===== src/rtl/morse_key_timing_packetizer_defines.svh =====
// Assertion macros for the key timing packetizer.
// Taken in by every RTL file that carries concurrent assertions.
`ifndef MORSE_KEY_TIMING_PACKETIZER_DEFINES_SVH
`define MORSE_KEY_TIMING_PACKETIZER_DEFINES_SVH

// Same-cycle implication, disabled during reset
`define MKTP_ASSERT_IMPL(label, clk, rst, ante, cons, msg) \
   label: assert property (@(posedge clk) disable iff (rst) (ante) |-> (cons)) \
      else $error(msg);

// Next-cycle implication, disabled during reset
`define MKTP_ASSERT_NEXT(label, clk, rst, ante, cons, msg) \
   label: assert property (@(posedge clk) disable iff (rst) (ante) |=> (cons)) \
      else $error(msg);

`endif


===== src/rtl/mktp_pkg.sv =====
// Shared types and constants of the key timing packetizer.
// No dependencies; every other RTL file but mktp_ram and the macro header imports it.
package mktp_pkg;

   localparam int unsigned MAX_ELEMENTS_DEF = 51;
   localparam int unsigned TIMER_W          = 16;
   localparam int unsigned COUNT_W          = 6;
   localparam int unsigned DUR_W            = 17;
   localparam int unsigned SEQ_W            = 32;
   localparam int unsigned CSR_INDEX_W      = 8;
   localparam int unsigned CSR_DATA_W       = 16;

   localparam logic [TIMER_W-1:0] TIMER_MAX        = '1;
   localparam logic [DUR_W-1:0]   LEAD_SPACE_MS    = 17'h1F830;  // -2000
   localparam logic [TIMER_W-1:0] KEYUP_TO_RESET   = 16'd250;
   localparam logic [TIMER_W-1:0] SESSION_TO_RESET = 16'd5000;

   // Register indexes of the configuration port
   localparam logic [CSR_INDEX_W-1:0] CSR_KEYUP_TIMEOUT   = 8'd0;
   localparam logic [CSR_INDEX_W-1:0] CSR_SESSION_TIMEOUT = 8'd1;

   typedef enum logic [1:0] {
      ST_IDLE  = 2'b01,
      ST_FLUSH = 2'b10
   } mktp_state_type;

   // Controller to datapath
   typedef struct packed {
      logic tick;      // accept one key tick
      logic rd_issue;  // read next held element
      logic move;      // load read element into the output register
   } mktp_cmd_type;

   // Datapath to controller
   typedef struct packed {
      logic flush;     // current tick completes a packet
      logic rd_more;   // packet elements still to read
   } mktp_sts_type;

endpackage


===== src/rtl/mktp_if.sv =====
// Channel interfaces: key tick input, duration output, register writes.
// Depends on mktp_pkg.
interface mktp_req_if import mktp_pkg::*; ();
   logic valid;
   logic ready;
   logic key_down;

   modport source (output valid, output key_down, input ready);
   modport sink   (input valid, input key_down, output ready);
endinterface

interface mktp_rsp_if import mktp_pkg::*; ();
   logic                    valid;
   logic                    ready;
   logic [SEQ_W-1:0]        packet_sequence;
   logic [COUNT_W-1:0]      element_index;
   logic signed [DUR_W-1:0] duration_ms;
   logic                    last_element;

   modport source (output valid, output packet_sequence, output element_index,
                   output duration_ms, output last_element, input ready);
   modport sink   (input valid, input packet_sequence, input element_index,
                   input duration_ms, input last_element, output ready);
endinterface

interface mktp_csr_if import mktp_pkg::*; ();
   logic                   valid;
   logic                   ready;
   logic [CSR_INDEX_W-1:0] index;
   logic [CSR_DATA_W-1:0]  data;

   modport source (output valid, output index, output data, input ready);
   modport sink   (input valid, input index, input data, output ready);
endinterface


===== src/rtl/morse_key_timing_packetizer.sv =====
// Top level of the key timing packetizer.
// Depends on mktp_pkg, the channel interfaces, mktp_ctrl and mktp_dp.
//
// Usage:
//   req_ch carries one key level per millisecond tick (key_down, 1 = pressed).
//   rsp_ch returns the durations of a packet, one transaction per element:
//   sequence number, index in the packet, signed duration in ms (mark > 0,
//   space < 0) and a last mark on the final element.
//   csr_ch writes the key-up timeout (index 0) and the session timeout
//   (index 1); writes are taken at any cycle and should happen while idle.
// Timing:
//   A tick that completes no packet leaves req_ch ready, and the next tick can
//   follow at once. A tick that completes a packet holds req_ch until each of its
//   elements has left the RAM read register: the element store has one read port
//   and the read sequencer fetches one element a cycle while rsp_ch does not stall.
//   The first element passes the RAM read register and then the output register.
// Reset clears the session, counters and timeouts (250 ms and 5000 ms).
// If rsp_ch stalls, the output register and the RAM read register hold and
// element reads pause; no element is lost.
module morse_key_timing_packetizer import mktp_pkg::*; #(
   parameter int unsigned MAX_ELEMENTS = MAX_ELEMENTS_DEF
) (
   input logic clock,
   input logic reset,
   mktp_req_if.sink   req_ch,
   mktp_rsp_if.source rsp_ch,
   mktp_csr_if.sink   csr_ch
);

   mktp_cmd_type cmd;
   mktp_sts_type sts;

   assign csr_ch.ready = 1'b1;

   mktp_ctrl u_ctrl (
      .clock     (clock),
      .reset     (reset),
      .req_valid (req_ch.valid),
      .req_ready (req_ch.ready),
      .rsp_valid (rsp_ch.valid),
      .rsp_ready (rsp_ch.ready),
      .cmd       (cmd),
      .sts       (sts)
   );

   mktp_dp #(
      .MAX_ELEMENTS (MAX_ELEMENTS)
   ) u_dp (
      .clock           (clock),
      .reset           (reset),
      .cmd             (cmd),
      .sts             (sts),
      .key_down        (req_ch.key_down),
      .csr_wr          (csr_ch.valid),
      .csr_index       (csr_ch.index),
      .csr_data        (csr_ch.data),
      .packet_sequence (rsp_ch.packet_sequence),
      .element_index   (rsp_ch.element_index),
      .duration_ms     (rsp_ch.duration_ms),
      .last_element    (rsp_ch.last_element)
   );

endmodule


===== src/rtl/mktp_ram.sv =====
// Generic single-write, single-read RAM with registered read data.
// No dependencies.
module mktp_ram #(
   parameter int unsigned WIDTH = 17,
   parameter int unsigned DEPTH = 51
) (
   input  logic                     clock,
   input  logic                     wr_en,
   input  logic [$clog2(DEPTH)-1:0] wr_addr,
   input  logic [WIDTH-1:0]         wr_data,
   input  logic                     rd_en,
   input  logic [$clog2(DEPTH)-1:0] rd_addr,
   output logic [WIDTH-1:0]         rd_data
);

   logic [WIDTH-1:0] mem_ff [DEPTH];
   logic [WIDTH-1:0] rd_data_ff;

   // Write port
   always_ff @(posedge clock) begin
      if (wr_en) begin
         mem_ff[wr_addr] <= wr_data;
      end
   end

   // Read port, data holds until the next read
   always_ff @(posedge clock) begin
      if (rd_en) begin
         rd_data_ff <= mem_ff[rd_addr];
      end
   end

   assign rd_data = rd_data_ff;

endmodule


===== src/rtl/mktp_ctrl.sv =====
// Controller: tick handshake, packet read sequencing and output register valid.
// Depends on mktp_pkg and the assertion macro header.
`include "morse_key_timing_packetizer_defines.svh"

module mktp_ctrl import mktp_pkg::*; (
   input  logic         clock,
   input  logic         reset,
   input  logic         req_valid,
   output logic         req_ready,
   output logic         rsp_valid,
   input  logic         rsp_ready,
   output mktp_cmd_type cmd,
   input  mktp_sts_type sts
);

   mktp_state_type state_ff, state_in;
   logic           pend_vld_ff, pend_vld_in;
   logic           out_vld_ff, out_vld_in;
   logic           accept;
   logic           move;
   logic           issue;

   assign req_ready = (state_ff == ST_IDLE);
   assign accept    = req_valid & req_ready;

   // Advance read pipeline: RAM data register, then output register
   assign move  = pend_vld_ff & (~out_vld_ff | rsp_ready);
   assign issue = (state_ff == ST_FLUSH) & sts.rd_more & (~pend_vld_ff | move);

   assign pend_vld_in = issue | (pend_vld_ff & ~move);
   assign out_vld_in  = move | (out_vld_ff & ~rsp_ready);

   // Next state
   always_comb begin
      state_in = state_ff;
      case (state_ff)
         ST_IDLE: begin
            if (accept && sts.flush) begin
               state_in = ST_FLUSH;
            end
         end
         ST_FLUSH: begin
            if (!sts.rd_more && !pend_vld_ff) begin
               state_in = ST_IDLE;
            end
         end
         default: state_in = ST_IDLE;
      endcase
   end

   always_ff @(posedge clock) begin
      if (reset) begin
         state_ff    <= ST_IDLE;
         pend_vld_ff <= 1'b0;
         out_vld_ff  <= 1'b0;
      end else begin
         state_ff    <= state_in;
         pend_vld_ff <= pend_vld_in;
         out_vld_ff  <= out_vld_in;
      end
   end

   assign cmd.tick     = accept;
   assign cmd.rd_issue = issue;
   assign cmd.move     = move;
   assign rsp_valid    = out_vld_ff;

   `MKTP_ASSERT_IMPL(a_idle_pipe_empty, clock, reset, state_ff == ST_IDLE, !pend_vld_ff, "read pending while idle")
   `MKTP_ASSERT_NEXT(a_move_fills_out, clock, reset, move, out_vld_ff, "moved element not presented")
   `MKTP_ASSERT_NEXT(a_flush_done_idle, clock, reset, (state_ff == ST_FLUSH) && !sts.rd_more && !pend_vld_ff, state_ff == ST_IDLE, "flush did not end")

endmodule


===== src/rtl/mktp_dp.sv =====
// Datapath: phase timing, element store, sequence counter, configuration
// registers and output payload. Depends on mktp_pkg, mktp_ram and the macro header.
`include "morse_key_timing_packetizer_defines.svh"

module mktp_dp import mktp_pkg::*; #(
   parameter int unsigned MAX_ELEMENTS = MAX_ELEMENTS_DEF
) (
   input  logic                    clock,
   input  logic                    reset,
   input  mktp_cmd_type            cmd,
   output mktp_sts_type            sts,
   input  logic                    key_down,
   input  logic                    csr_wr,
   input  logic [CSR_INDEX_W-1:0]  csr_index,
   input  logic [CSR_DATA_W-1:0]   csr_data,
   output logic [SEQ_W-1:0]        packet_sequence,
   output logic [COUNT_W-1:0]      element_index,
   output logic signed [DUR_W-1:0] duration_ms,
   output logic                    last_element
);

   localparam int unsigned AW = $clog2(MAX_ELEMENTS);
   localparam logic [COUNT_W-1:0] MAX_CNT = COUNT_W'(MAX_ELEMENTS);

   logic                 session_ff, session_in;
   logic                 phase_ff, phase_in;
   logic [TIMER_W-1:0]   gap_ff, gap_in;
   logic [COUNT_W-1:0]   count_ff, count_in;
   logic [SEQ_W-1:0]     seq_ff, seq_in;
   logic [TIMER_W-1:0]   keyup_to_ff, sess_to_ff;
   logic [COUNT_W-1:0]   rd_ptr_ff, rd_ptr_in;
   logic [COUNT_W-1:0]   len_ff, len_in;
   logic [COUNT_W-1:0]   pend_idx_ff;
   logic [SEQ_W-1:0]     out_seq_ff;
   logic [COUNT_W-1:0]   out_idx_ff;
   logic [DUR_W-1:0]     out_dur_ff;
   logic                 out_last_ff;

   logic                 same;
   logic [TIMER_W-1:0]   gap_nx;
   logic                 store;
   logic                 wr_en;
   logic [AW-1:0]        wr_addr;
   logic [DUR_W-1:0]     wr_data;
   logic [COUNT_W-1:0]   cnt_nx;
   logic                 flush;
   logic [DUR_W-1:0]     rd_data;

   // Phase tracking for one tick inside a session
   assign same   = (key_down == phase_ff);
   assign gap_nx = same ? ((gap_ff == TIMER_MAX) ? gap_ff : gap_ff + 1'b1)
                        : TIMER_W'(1);
   assign store  = ~same & (count_ff < MAX_CNT);
   assign cnt_nx = count_ff + COUNT_W'(store);
   assign flush  = (cnt_nx >= MAX_CNT)
                 | (~key_down & (gap_nx > keyup_to_ff) & (cnt_nx > COUNT_W'(1)));

   // Store lead space at entry zero on session start, else the ending phase's length
   always_comb begin
      wr_en   = 1'b0;
      wr_addr = count_ff[AW-1:0];
      wr_data = LEAD_SPACE_MS;
      if (cmd.tick) begin
         if (!session_ff) begin
            wr_en   = key_down;
            wr_addr = '0;
         end else begin
            wr_en   = store;
            wr_data = phase_ff ? {1'b0, gap_ff} : (~{1'b0, gap_ff} + 1'b1);
         end
      end
   end

   // Tick update of session state
   always_comb begin
      session_in = session_ff;
      phase_in   = phase_ff;
      gap_in     = gap_ff;
      count_in   = count_ff;
      seq_in     = seq_ff;
      len_in     = len_ff;
      rd_ptr_in  = rd_ptr_ff + COUNT_W'(cmd.rd_issue);
      if (cmd.tick) begin
         if (!session_ff) begin
            if (key_down) begin
               session_in = 1'b1;
               phase_in   = 1'b1;
               gap_in     = TIMER_W'(1);
               count_in   = COUNT_W'(1);
            end
         end else begin
            phase_in = key_down;
            gap_in   = gap_nx;
            count_in = cnt_nx;
            if (flush) begin
               count_in  = '0;
               seq_in    = seq_ff + 1'b1;
               len_in    = cnt_nx;
               rd_ptr_in = '0;
            end
            if (!key_down && (gap_nx > sess_to_ff)) begin
               session_in = 1'b0;
            end
         end
      end
   end

   assign sts.flush   = session_ff & flush;
   assign sts.rd_more = (rd_ptr_ff != len_ff);

   always_ff @(posedge clock) begin
      if (reset) begin
         session_ff  <= 1'b0;
         phase_ff    <= 1'b0;
         gap_ff      <= '0;
         count_ff    <= '0;
         seq_ff      <= '0;
         len_ff      <= '0;
         rd_ptr_ff   <= '0;
         keyup_to_ff <= KEYUP_TO_RESET;
         sess_to_ff  <= SESSION_TO_RESET;
      end else begin
         session_ff <= session_in;
         phase_ff   <= phase_in;
         gap_ff     <= gap_in;
         count_ff   <= count_in;
         seq_ff     <= seq_in;
         len_ff     <= len_in;
         rd_ptr_ff  <= rd_ptr_in;
         if (csr_wr && (csr_index == CSR_KEYUP_TIMEOUT)) begin
            keyup_to_ff <= csr_data;
         end
         if (csr_wr && (csr_index == CSR_SESSION_TIMEOUT)) begin
            sess_to_ff <= csr_data;
         end
      end
   end

   // Element store
   mktp_ram #(
      .WIDTH (DUR_W),
      .DEPTH (MAX_ELEMENTS)
   ) u_store (
      .clock   (clock),
      .wr_en   (wr_en),
      .wr_addr (wr_addr),
      .wr_data (wr_data),
      .rd_en   (cmd.rd_issue),
      .rd_addr (rd_ptr_ff[AW-1:0]),
      .rd_data (rd_data)
   );

   // Track index of the element in the RAM read register, load output payload
   always_ff @(posedge clock) begin
      if (cmd.rd_issue) begin
         pend_idx_ff <= rd_ptr_ff;
      end
      if (cmd.move) begin
         out_seq_ff  <= seq_ff;
         out_idx_ff  <= pend_idx_ff;
         out_dur_ff  <= rd_data;
         out_last_ff <= (pend_idx_ff == len_ff - 1'b1);
      end
   end

   assign packet_sequence = out_seq_ff;
   assign element_index   = out_idx_ff;
   assign duration_ms     = $signed(out_dur_ff);
   assign last_element    = out_last_ff;

   `MKTP_ASSERT_IMPL(a_count_bound, clock, reset, 1'b1, count_ff <= MAX_CNT, "element count past capacity")
   `MKTP_ASSERT_IMPL(a_rd_ptr_bound, clock, reset, 1'b1, rd_ptr_ff <= len_ff, "read pointer past packet length")
   `MKTP_ASSERT_IMPL(a_idle_key_up, clock, reset, !session_ff, !phase_ff, "key phase down outside a session")

endmodule


===== src/flat_wrapper.sv =====
// flat-port wrapper written by rule: the top's interface ports become plain ports
module morse_key_timing_packetizer_flat import mktp_pkg::*;
#(
   parameter int unsigned MAX_ELEMENTS = MAX_ELEMENTS_DEF
)
  (clock, reset, req_ch_valid, req_ch_key_down, req_ch_ready, rsp_ch_valid, rsp_ch_packet_sequence, rsp_ch_element_index, rsp_ch_duration_ms, rsp_ch_last_element, rsp_ch_ready, csr_ch_valid, csr_ch_index, csr_ch_data, csr_ch_ready);
  mktp_req_if req_ch_i ();
  mktp_rsp_if rsp_ch_i ();
  mktp_csr_if csr_ch_i ();
  input logic clock;
  input logic reset;
  input wire logic [$bits(req_ch_i.valid)-1:0] req_ch_valid;
  input wire logic [$bits(req_ch_i.key_down)-1:0] req_ch_key_down;
  output wire logic [$bits(req_ch_i.ready)-1:0] req_ch_ready;
  output wire logic [$bits(rsp_ch_i.valid)-1:0] rsp_ch_valid;
  output wire logic [$bits(rsp_ch_i.packet_sequence)-1:0] rsp_ch_packet_sequence;
  output wire logic [$bits(rsp_ch_i.element_index)-1:0] rsp_ch_element_index;
  output wire logic [$bits(rsp_ch_i.duration_ms)-1:0] rsp_ch_duration_ms;
  output wire logic [$bits(rsp_ch_i.last_element)-1:0] rsp_ch_last_element;
  input wire logic [$bits(rsp_ch_i.ready)-1:0] rsp_ch_ready;
  input wire logic [$bits(csr_ch_i.valid)-1:0] csr_ch_valid;
  input wire logic [$bits(csr_ch_i.index)-1:0] csr_ch_index;
  input wire logic [$bits(csr_ch_i.data)-1:0] csr_ch_data;
  output wire logic [$bits(csr_ch_i.ready)-1:0] csr_ch_ready;
  assign req_ch_i.valid = req_ch_valid;
  assign req_ch_i.key_down = req_ch_key_down;
  assign req_ch_ready = req_ch_i.ready;
  assign rsp_ch_valid = rsp_ch_i.valid;
  assign rsp_ch_packet_sequence = rsp_ch_i.packet_sequence;
  assign rsp_ch_element_index = rsp_ch_i.element_index;
  assign rsp_ch_duration_ms = rsp_ch_i.duration_ms;
  assign rsp_ch_last_element = rsp_ch_i.last_element;
  assign rsp_ch_i.ready = rsp_ch_ready;
  assign csr_ch_i.valid = csr_ch_valid;
  assign csr_ch_i.index = csr_ch_index;
  assign csr_ch_i.data = csr_ch_data;
  assign csr_ch_ready = csr_ch_i.ready;
  morse_key_timing_packetizer #(.MAX_ELEMENTS(MAX_ELEMENTS)) u_core (.clock(clock), .reset(reset), .req_ch(req_ch_i), .rsp_ch(rsp_ch_i), .csr_ch(csr_ch_i));
endmodule

===== config.mk =====
export PLATFORM = sky130hd
export DESIGN_NAME = morse_key_timing_packetizer_flat
export DESIGN_NICKNAME = d
export VERILOG_FILES = /design/src/rtl/mktp_pkg.sv /design/src/rtl/mktp_if.sv /design/src/rtl/morse_key_timing_packetizer.sv /design/src/rtl/mktp_ram.sv /design/src/rtl/mktp_ctrl.sv /design/src/rtl/mktp_dp.sv /design/src/flat_wrapper.sv
export VERILOG_INCLUDE_DIRS = /design/src /design/src/rtl
export SDC_FILE = /design/constraint.sdc
export NUM_CORES = 1
export LEC_CHECK = 0
export ABC_AREA = 1
export BUFFER_PORTS_ARGS = -buffer_cell sky130_fd_sc_hd__buf_2
export CAP_MARGIN = 20
export CORE_UTILIZATION = 56
export CTS_CLUSTER_DIAMETER = 120
export DETAILED_ROUTE_END_ITERATION = 8
export PLACE_DENSITY = 0.83
export SLEW_MARGIN = 15
export SYNTH_ARGS = -nofsm -noshare
export SYNTH_HDL_FRONTEND = slang
export SYNTH_SLANG_ARGS = --single-unit

===== constraint.sdc =====
create_clock -name clock -period 5.79 [get_ports clock]
set_clock_uncertainty 0.05 [all_clocks]
set_input_delay 0 -clock clock [delete_from_list [all_inputs] [get_ports clock]]
set_output_delay 0 -clock clock [all_outputs]
set_load 0.05 [all_outputs]

==> metrics.md, run 1 <==
| Metric | Value |
|---|---|
| #FFs+latches synth | `1,050` |
| Async SR Flop Fraction | `0%` |
| Clk Latency, worst-skew pair | `0.67 ns` |
| Static Leak | `15.9 nW` |
| Sw frac | `19.8%` |
| Clock sinks | `1,050` |
| WS Path Type | `flip-flop to flip-flop` |
| Initial antenna violation count | `1` |
| Largest net degree at the start of global routing | `208` |
| Final Hold Vio Count | `0` |
| Congestion Overflow GR | `0` |
| Number of buffers created by CTS | `97` |
| Post-DRT Antenna Nets | `0` |
| Ys flop type | `edfxtp_1` |
| Layout cells sized above 1 | `9.87%` |
| WHS | `0.0699 ns` |
| Worst Path Required | `6.28 ns` |
| Hold crit path type | `input pin to flip-flop` |
| Mean post-synth cell area | `12.2 um2` |
| Routed wire per std cell | `24.4 um` |
| CTS Root Buffer Type | `clkbuf_16` |
| Max layer used | `met5` |
| Clk pwr share | `42.6%` |
| Mapped Area | `0.0426 mm2` |
| CP startpoint kind | `flip-flop` |
| Total of max-cap violations | `0` |
| Worst reg-to-reg setup slack | `0.88 ns` |
| Final #Nets | `3,635` |
| Pwr Total | `0.0148 W` |
| R2r worst-path depth | `20` |
| Normalized max-slew margin | `23.9%` |
| Kind of end point of the critical path | `flip-flop` |
| Worst Setup SP | `u_core.u_dp.gap_ff[1]` |
| Sequential power share | `55.7%` |
| Clock buffer depth | `3` |
| Period utilization | `84.8%` |
| Die area | `0.0771 mm2` |
| Overall Global Routing Usage | `28.6%` |
| Starting density of the core | `56.9%` |
| DRT Pass-1 Iters | `6` |
| FP Rows | `100` |
| Die height | `278 um` |
| Fin. max-slew vios | `0` |
| Highest-count cells in the layout ignoring fill and taps | `946 x edfxtp_1, 587 x nor2_1, 467 x o21ai_0, 278 x nand2_1, 155 x a21oi_1` |
| Initial DRC Count | `4,677` |
| CP max FO | `40` |
| Number of global-route vias before repair | `28,300` |
| Power per cell area | `309 mW/mm2` |
| Reg-to-reg startpoint | `u_core.u_dp.gap_ff[1]` |
| Multi-input gate area | `0.0109 mm2` |
| EDFF count, synth | `946` |
| CTS tree | `done` |
| Critical Path Max Stage Delay | `0.54 ns` |
| Placed inst area | `0.0442 mm2` |
| Fin area | `0.0477 mm2` |
| Crit path top cell by count | `nor2_1` |
| CP max-delay cell | `a2111oi_0` |
| # H-tree levels | `3` |
| Register area | `0.0305 mm2` |
| Fillers | `5,123` |
| Net Switching | `0.00292 W` |
| DRT met1 WL | `40.1 mm` |
| Warning count from the yosys run | `0` |
| Synth-to-Final Area Change | `12.0%` |
| WL met3 | `13.9 mm` |
| Int Pwr | `0.0118 W` |
| CP Cell Sequence | `ha_1 > nand2_2 > nor2_4 > nand2_4 > nor2_1 > inv_1 > nand4_1 > nor3_1 > nor3_1 > ha_1 > a21oi_1 > nor2_1 > a2111oi_0 > nand2_1 > nand2_2 > nand2_4 > nand2_4 > inv_2 > nor2_1 > nor2_1` |
| CP Data Arrival Time | `5.40 ns` |
| Number of I/O port buffers | `87` |
| Final Critical Period | `4.91 ns` |
| Setup crit end | `u_core.u_dp.seq_ff[1]` |
| Vias | `29,800` |
| Post-Syn Nets | `3,556` |
| Worst-Margin Slew | `1.14 ns` |
| Comb power frac | `1.7%` |
| Post-CTS setup buffers | `0` |
| Vias/cell | `6.46` |
| DPL Wire Length | `61.7 mm` |
| Seq/Total Area, Yosys | `71.6%` |
| DR WL met2 | `52.8 mm` |
| Core Region | `0.0748 mm2` |
| Final design utilization | `63.7%` |
| Reg clk slew, reported paths | `0.06 ns` |
| Highest clock rate | `204 MHz` |
| GP Congestion | `0.902` |
| Setup TNS Final | `0 ns` |
| Post-Syn Instances | `3,488` |
| Remaining DRCs | `0` |
| Final setup viols | `0` |
| Reg2reg end | `u_core.u_dp.seq_ff[1]` |
| N_diodes | `0` |
| Total wire length | `112 mm` |
| Commonest non-fill, non-tap cell in the layout | `edfxtp_1` |
| Die X | `278 um` |
| First-pass GRT wire length | `168 mm` |
| Count of different cell masters after synthesis | `53` |
| Status | `finished clean` |
| Max IR drop VDD | `243 uV` |
| Top Ports | `89` |
| RSZ-0062 raised after global routing | `false` |
## registers in the layout (all words and copies together), names as in the netlist, 2 cells and up
register	cells
u_core.u_dp.u_store.mem_ff	867
u_core.u_dp.rd_ptr_ff	6
u_core.u_dp.sess_to_ff	16
u_core.u_dp.gap_ff	16
u_core.u_dp.len_ff	6
u_core.u_dp.duration_ms	17
u_core.u_dp.keyup_to_ff	16
u_core.u_ctrl.state_ff	2
u_core.u_dp.u_store.rd_data	17
u_core.u_dp.packet_sequence	32
u_core.u_dp.element_index	6
u_core.u_dp.pend_idx_ff	6
u_core.u_dp.seq_ff	32
u_core.u_dp.count_ff	6
## worst min path at each step
| stage | start | to | slack, ns | cells past startpoint |
|---|---|---|---|---|
| finish | csr_ch_data[3] | u_core.u_dp.keyup_to_ff[3] | 0.07 | 4 |
| detailed placement | csr_ch_data[4] | u_core.u_dp.keyup_to_ff[4] | 0.19 | 3 |
| floorplan | csr_ch_data[1] | u_core.u_dp.keyup_to_ff[1] | 0.08 | 2 |
| global route | csr_ch_data[9] | u_core.u_dp.sess_to_ff[9] | 0.09 | 4 |
| CTS | reset | u_core.u_dp.phase_ff | 0.02 | 2 |
| global placement | csr_ch_data[1] | u_core.u_dp.keyup_to_ff[1] | 0.18 | 3 |
## area by class of cell
type	instances	share of cell area, %
Inverter	111	0.895
Timing Repair Buffer	205	3.11
Sequential cell	1050	64.0
Multi-Input combinational cell	2102	22.9
Clock inverter	58	1.20
Clock buffer	122	5.33
Tap cell	969	2.54
## timing repair
action                    CTS  global route
hold endpoints to repair   41            30
hold buffers               23             1
resized for setup           0             0
## Yosys cell counts (all sizes together), types with 42 or more instances
master | instances | area, um2
clkbuf | 197 | 739
inv | 107 | 402
nand4 | 46 | 288
a21oi | 161 | 806
o221ai | 74 | 648
edfxtp | 946 | 28400
nand3 | 103 | 515
o22ai | 131 | 820
o21ai | 472 | 2370
nor2 | 595 | 2250
dfxtp | 104 | 2080
o211ai | 42 | 315
nand2 | 288 | 1110
## power groups by stage
stage | Sequential (W) | Combinational (W) | Clock, W
2_1_floorplan | 0.00838 | 0.000112 | 0
3_3_place_gp | 0.00838 | 0.000212 | 0
3_5_place_dp | 0.00838 | 0.000217 | 0
4_1_cts | 0.00822 | 0.000231 | 0.00631
5_1_grt | 0.00821 | 0.000256 | 0.00661
6_report | 0.00822 | 0.000245 | 0.00629
## cell families (layout without fill, tap and decap cells)
group	after synthesis	after routing	share of synthesized area [%]
and+or+nand+nor	1088	1088	10.5
DFF	1050	1050	71.6
AOI/OAI and AO/OA	921	921	12.5
xor gates and xnor gates	54	54	1.11
buffers and inverters	336	496	3.11
other	1	1	0.00881
adders and majority gates	38	38	1.12
## critical path, delay by kind of cell (launching register included)
kind | cells | cell delay, ns
AOI/OAI and AO/OA | 2 | 0.69
adders and majority gates | 2 | 0.57
buffers and inverters | 2 | 0.41
DFF | 1 | 0.41
and+or+nand+nor | 14 | 2.64
## through the flow
step | worst slack [ns] | std cells
6_report | 0.882 | 4617
5_1_grt | 0.479 | 4617
4_1_cts | 0.914 | 4613
3_5_place_dp | 0.967 | 4410
3_3_place_gp | 1.13 | 4409
2_1_floorplan | 1.07 | 3488
## per-layer routing
metal  global-route usage (%)  up-vias
met4                     14.7        2
met5                        0        -
met2                     45.6     2138
met3                     5.25      357
li1                         -    13000
met1                     37.8    14300
Power figures use the tool's default switching activity.
==> inputs of run 2 (changes only) <==
--- a/config.mk
+++ b/config.mk
@@ -6,7 +6,7 @@
 export SDC_FILE = /design/constraint.sdc
 export NUM_CORES = 1
 export LEC_CHECK = 0
-export ABC_AREA = 1
+export ABC_AREA = 0
 export BUFFER_PORTS_ARGS = -buffer_cell sky130_fd_sc_hd__buf_2
 export CAP_MARGIN = 20
 export CORE_UTILIZATION = 56
==> constraint.sdc (replaced) <==
create_clock -name clock -period 4.73 [get_ports clock]
set_clock_uncertainty 0.05 [all_clocks]
set_input_delay 0 -clock clock [delete_from_list [all_inputs] [get_ports clock]]
set_output_delay 0 -clock clock [all_outputs]
set_load 0.05 [all_outputs]
==> metrics.md, run 2 <==
| Metric | Value |
|---|---|
| Initial antenna violation count | `1` |
| Fillers | `4,548` |
| Final Hold Vio Count | `0` |
| EDFF count, synth | `946` |
| Highest clock rate | `222 MHz` |
| Power per cell area | `396 mW/mm2` |
| Hold crit path type | `input pin to flip-flop` |
| Number of global-route vias before repair | `24,000` |
| N_diodes | `0` |
| Worst-Margin Slew | `1.11 ns` |
| Ys flop type | `edfxtp_1` |
| Warning count from the yosys run | `0` |
| Remaining DRCs | `0` |
| Mean post-synth cell area | `18.8 um2` |
| Post-synth top area share | `67.4%` |
| WS Path Type | `flip-flop to flip-flop` |
| Commonest cells in the netlist | `946 x edfxtp_1, 272 x mux4_2, 163 x nor2_1` |
| Die X | `276 um` |
| CP startpoint kind | `flip-flop` |
| Die area | `0.0763 mm2` |
| Vias | `23,500` |
| Number of buffers created by CTS | `97` |
| Sw frac | `20.5%` |
| Congestion Overflow GR | `0` |
| CTS Root Buffer Type | `clkbuf_16` |
| Final #Nets | `2,492` |
| Clock buffer depth | `3` |
| FP Rows | `100` |
| # H-tree levels | `3` |
| Status | `finished clean` |
| Synth-to-Final Area Change | `13.8%` |
| Critical Path Max Stage Delay | `0.66 ns` |
| DRT Pass-1 Iters | `6` |
| Worst Path Required | `5.25 ns` |
| Worst path bufs/invs | `1` |
| Core Region | `0.0744 mm2` |
| Total wire length | `110 mm` |
| Max IR drop VDD | `350 uV` |
| DPL Wire Length | `57.5 mm` |
| Top Ports | `89` |
| Largest net degree at the start of global routing | `85` |
| GP Congestion | `0.879` |
| Most common cell in the netlist | `edfxtp_1` |
| Comb power frac | `2.3%` |
| Post-Syn Nets | `2,306` |
| Number of I/O port buffers | `87` |
| Net Switching | `0.00390 W` |
| Int Pwr | `0.0151 W` |
| CP max-delay cell | `a2111oi_0` |
| Period utilization | `95.1%` |
| Count of different cell masters after synthesis | `78` |
| Final Critical Period | `4.50 ns` |
| CP max FO | `17` |
| Top reg by flops | `u_core.u_dp.u_store.mem_ff` |
| Post-Syn Instances | `2,238` |
| RSZ-0062 raised after global routing | `false` |
| Final setup viols | `0` |
| Kind of end point of the critical path | `flip-flop` |
| Starting density of the core | `56.6%` |
| First-pass GRT wire length | `160 mm` |
| Seq/Total Area, Yosys | `72.4%` |
| Fin. max-slew vios | `0` |
| Commonest non-fill, non-tap cell in the layout | `edfxtp_1` |
| Highest-count cells in the layout ignoring fill and taps | `946 x edfxtp_1, 272 x mux4_2, 153 x nor2_1, 99 x clkbuf_16, 99 x dfxtp_1` |
| Largest area contributor in the synthesized netlist | `edfxtp_1` |
| Mapped Area | `0.0421 mm2` |
| CTS tree | `done` |
| Post-DRT Antenna Nets | `0` |
| Die height | `276 um` |
| Reg clk slew, reported paths | `0.06 ns` |
| Clock sinks | `1,050` |
| Vias/cell | `6.76` |
| #FFs+latches synth | `1,050` |
| Normalized max-slew margin | `25.6%` |
| Critical path's top delay family | `compound AO/OA/AOI/OAI gates` |
| Routed wire per std cell | `31.7 um` |
| Initial DRC Count | `3,554` |
| Placed inst area | `0.0441 mm2` |
| Post-CTS setup buffers | `0` |
| Static Leak | `15.4 nW` |
| Layout cells sized above 1 | `26.7%` |
| Sequential power share | `53.4%` |
| Max reg flops | `867` |
| Overall Global Routing Usage | `29.0%` |
| CP Cell Sequence | `ha_1 > nand3_1 > a2111oi_0 > nand4_1 > xor2_1 > nor2_1 > ha_1 > nand3_1 > nor3_2 > buf_4 > o311a_2 > a211oi_4 > o31a_4 > or4_1 > a21oi_1` |
| Ranking of synthesized cells by area | `edfxtp_1 67%, mux4_2 15%, dfxtp_1 4.9%` |
| Fin area | `0.0480 mm2` |
| Total of max-cap violations | `0` |
| Setup TNS Final | `0 ns` |
| Async SR Flop Fraction | `0%` |
| CP Data Arrival Time | `5.02 ns` |
| Clk pwr share | `44.2%` |
| Clk Latency, worst-skew pair | `0.68 ns` |
## run 2: changes by cell type after synthesis, sizes merged, moves of 45 or more
cell    delta
nor2     -431
nand2    -216
clkbuf   -118
mux4     +272
a21oi    -112
o22ai    -130
o221ai    -73
mux2i     +45
nand3     -68
o21ai    -439
inv       -51
## run 2: final cells by class
class,instances,area (um2),area share [%]
flip-flops and latches,1050,30500,63.6
repair buffers,220,1660,3.47
inverters,56,210,0.438
clock buffers,113,2560,5.34
well taps,969,1210,2.53
clock inverters,68,855,1.78
multi-input cells,999,11000,22.8
## run 2: cell families after synthesis
family	after synthesis	share of synthesized area [%]
adder cells (fa/ha/maj)	40	1.18
buffers and inverters	190	1.88
XOR/XNOR	51	1.10
AND/OR/NAND/NOR	392	4.45
other	1	0.00890
AO/OA/AOI/OAI	192	3.27
multiplexers	322	15.8
flip-flops	1050	72.4
## run 2: routing by layer
layer  vias to the layer above  part of all wire (%)  track usage (%)
met5                         -                 0.018                0
met4                         2                   5.2             14.0
met3                       364                    11             5.95
met2                      1885                    49             46.9
met1                     11800                    35             37.9
li1                       9402                     -                -
## run 2: metrics by stage
step                power, W  utilization, %  hold slack (ns)  instances  setup slack [ns]
floorplan             0.0106               -           0.0751       2238             0.369
global placement      0.0107            59.3            0.179       3257             0.271
detailed placement    0.0107            59.3            0.185       3258             0.153
CTS                   0.0190            64.2           0.0299       3465             0.139
global route          0.0193            64.4           0.0955       3475            0.0557
finish                0.0190            64.4           0.0663       3475             0.230
## run 2: timing repair
action                     4_1_cts  5_1_grt
hold buffers                    26        5
resized for setup                0        4
hold endpoints to repair        51        3
setup endpoints to repair        0       12
## run 2: final timing paths
kind                                        start                     endpoint  depth (start not counted)  slack [ns]
setup / recovery            u_core.u_dp.gap_ff[1]       u_core.u_dp.seq_ff[12]                         15        0.23
hold / removal                     csr_ch_data[8]    u_core.u_dp.sess_to_ff[8]                          4        0.07
setup reg to reg            u_core.u_dp.gap_ff[1]       u_core.u_dp.seq_ff[12]                         15        0.23
hold reg to reg   u_core.u_dp.u_store.rd_data[10]  u_core.u_dp.duration_ms[10]                          0        0.37
## run 2: power by group through the flow
stage	Combinational, W	Sequential (W)	Clock, W
after floorplan	0.000219	0.0103	0
after global placement	0.000368	0.0103	0
after detailed placement	0.000398	0.0103	0
after CTS	0.000422	0.0101	0.00845
after global routing	0.000462	0.0101	0.00873
final	0.000444	0.0101	0.00840
## run 2: worst min-delay path, delay by kind of cell
kind | cells | cell delay [ns]
muxes | 1 | 0.06
buffers and inverters | 2 | 0.64
and+or+nand+nor | 1 | 0.06
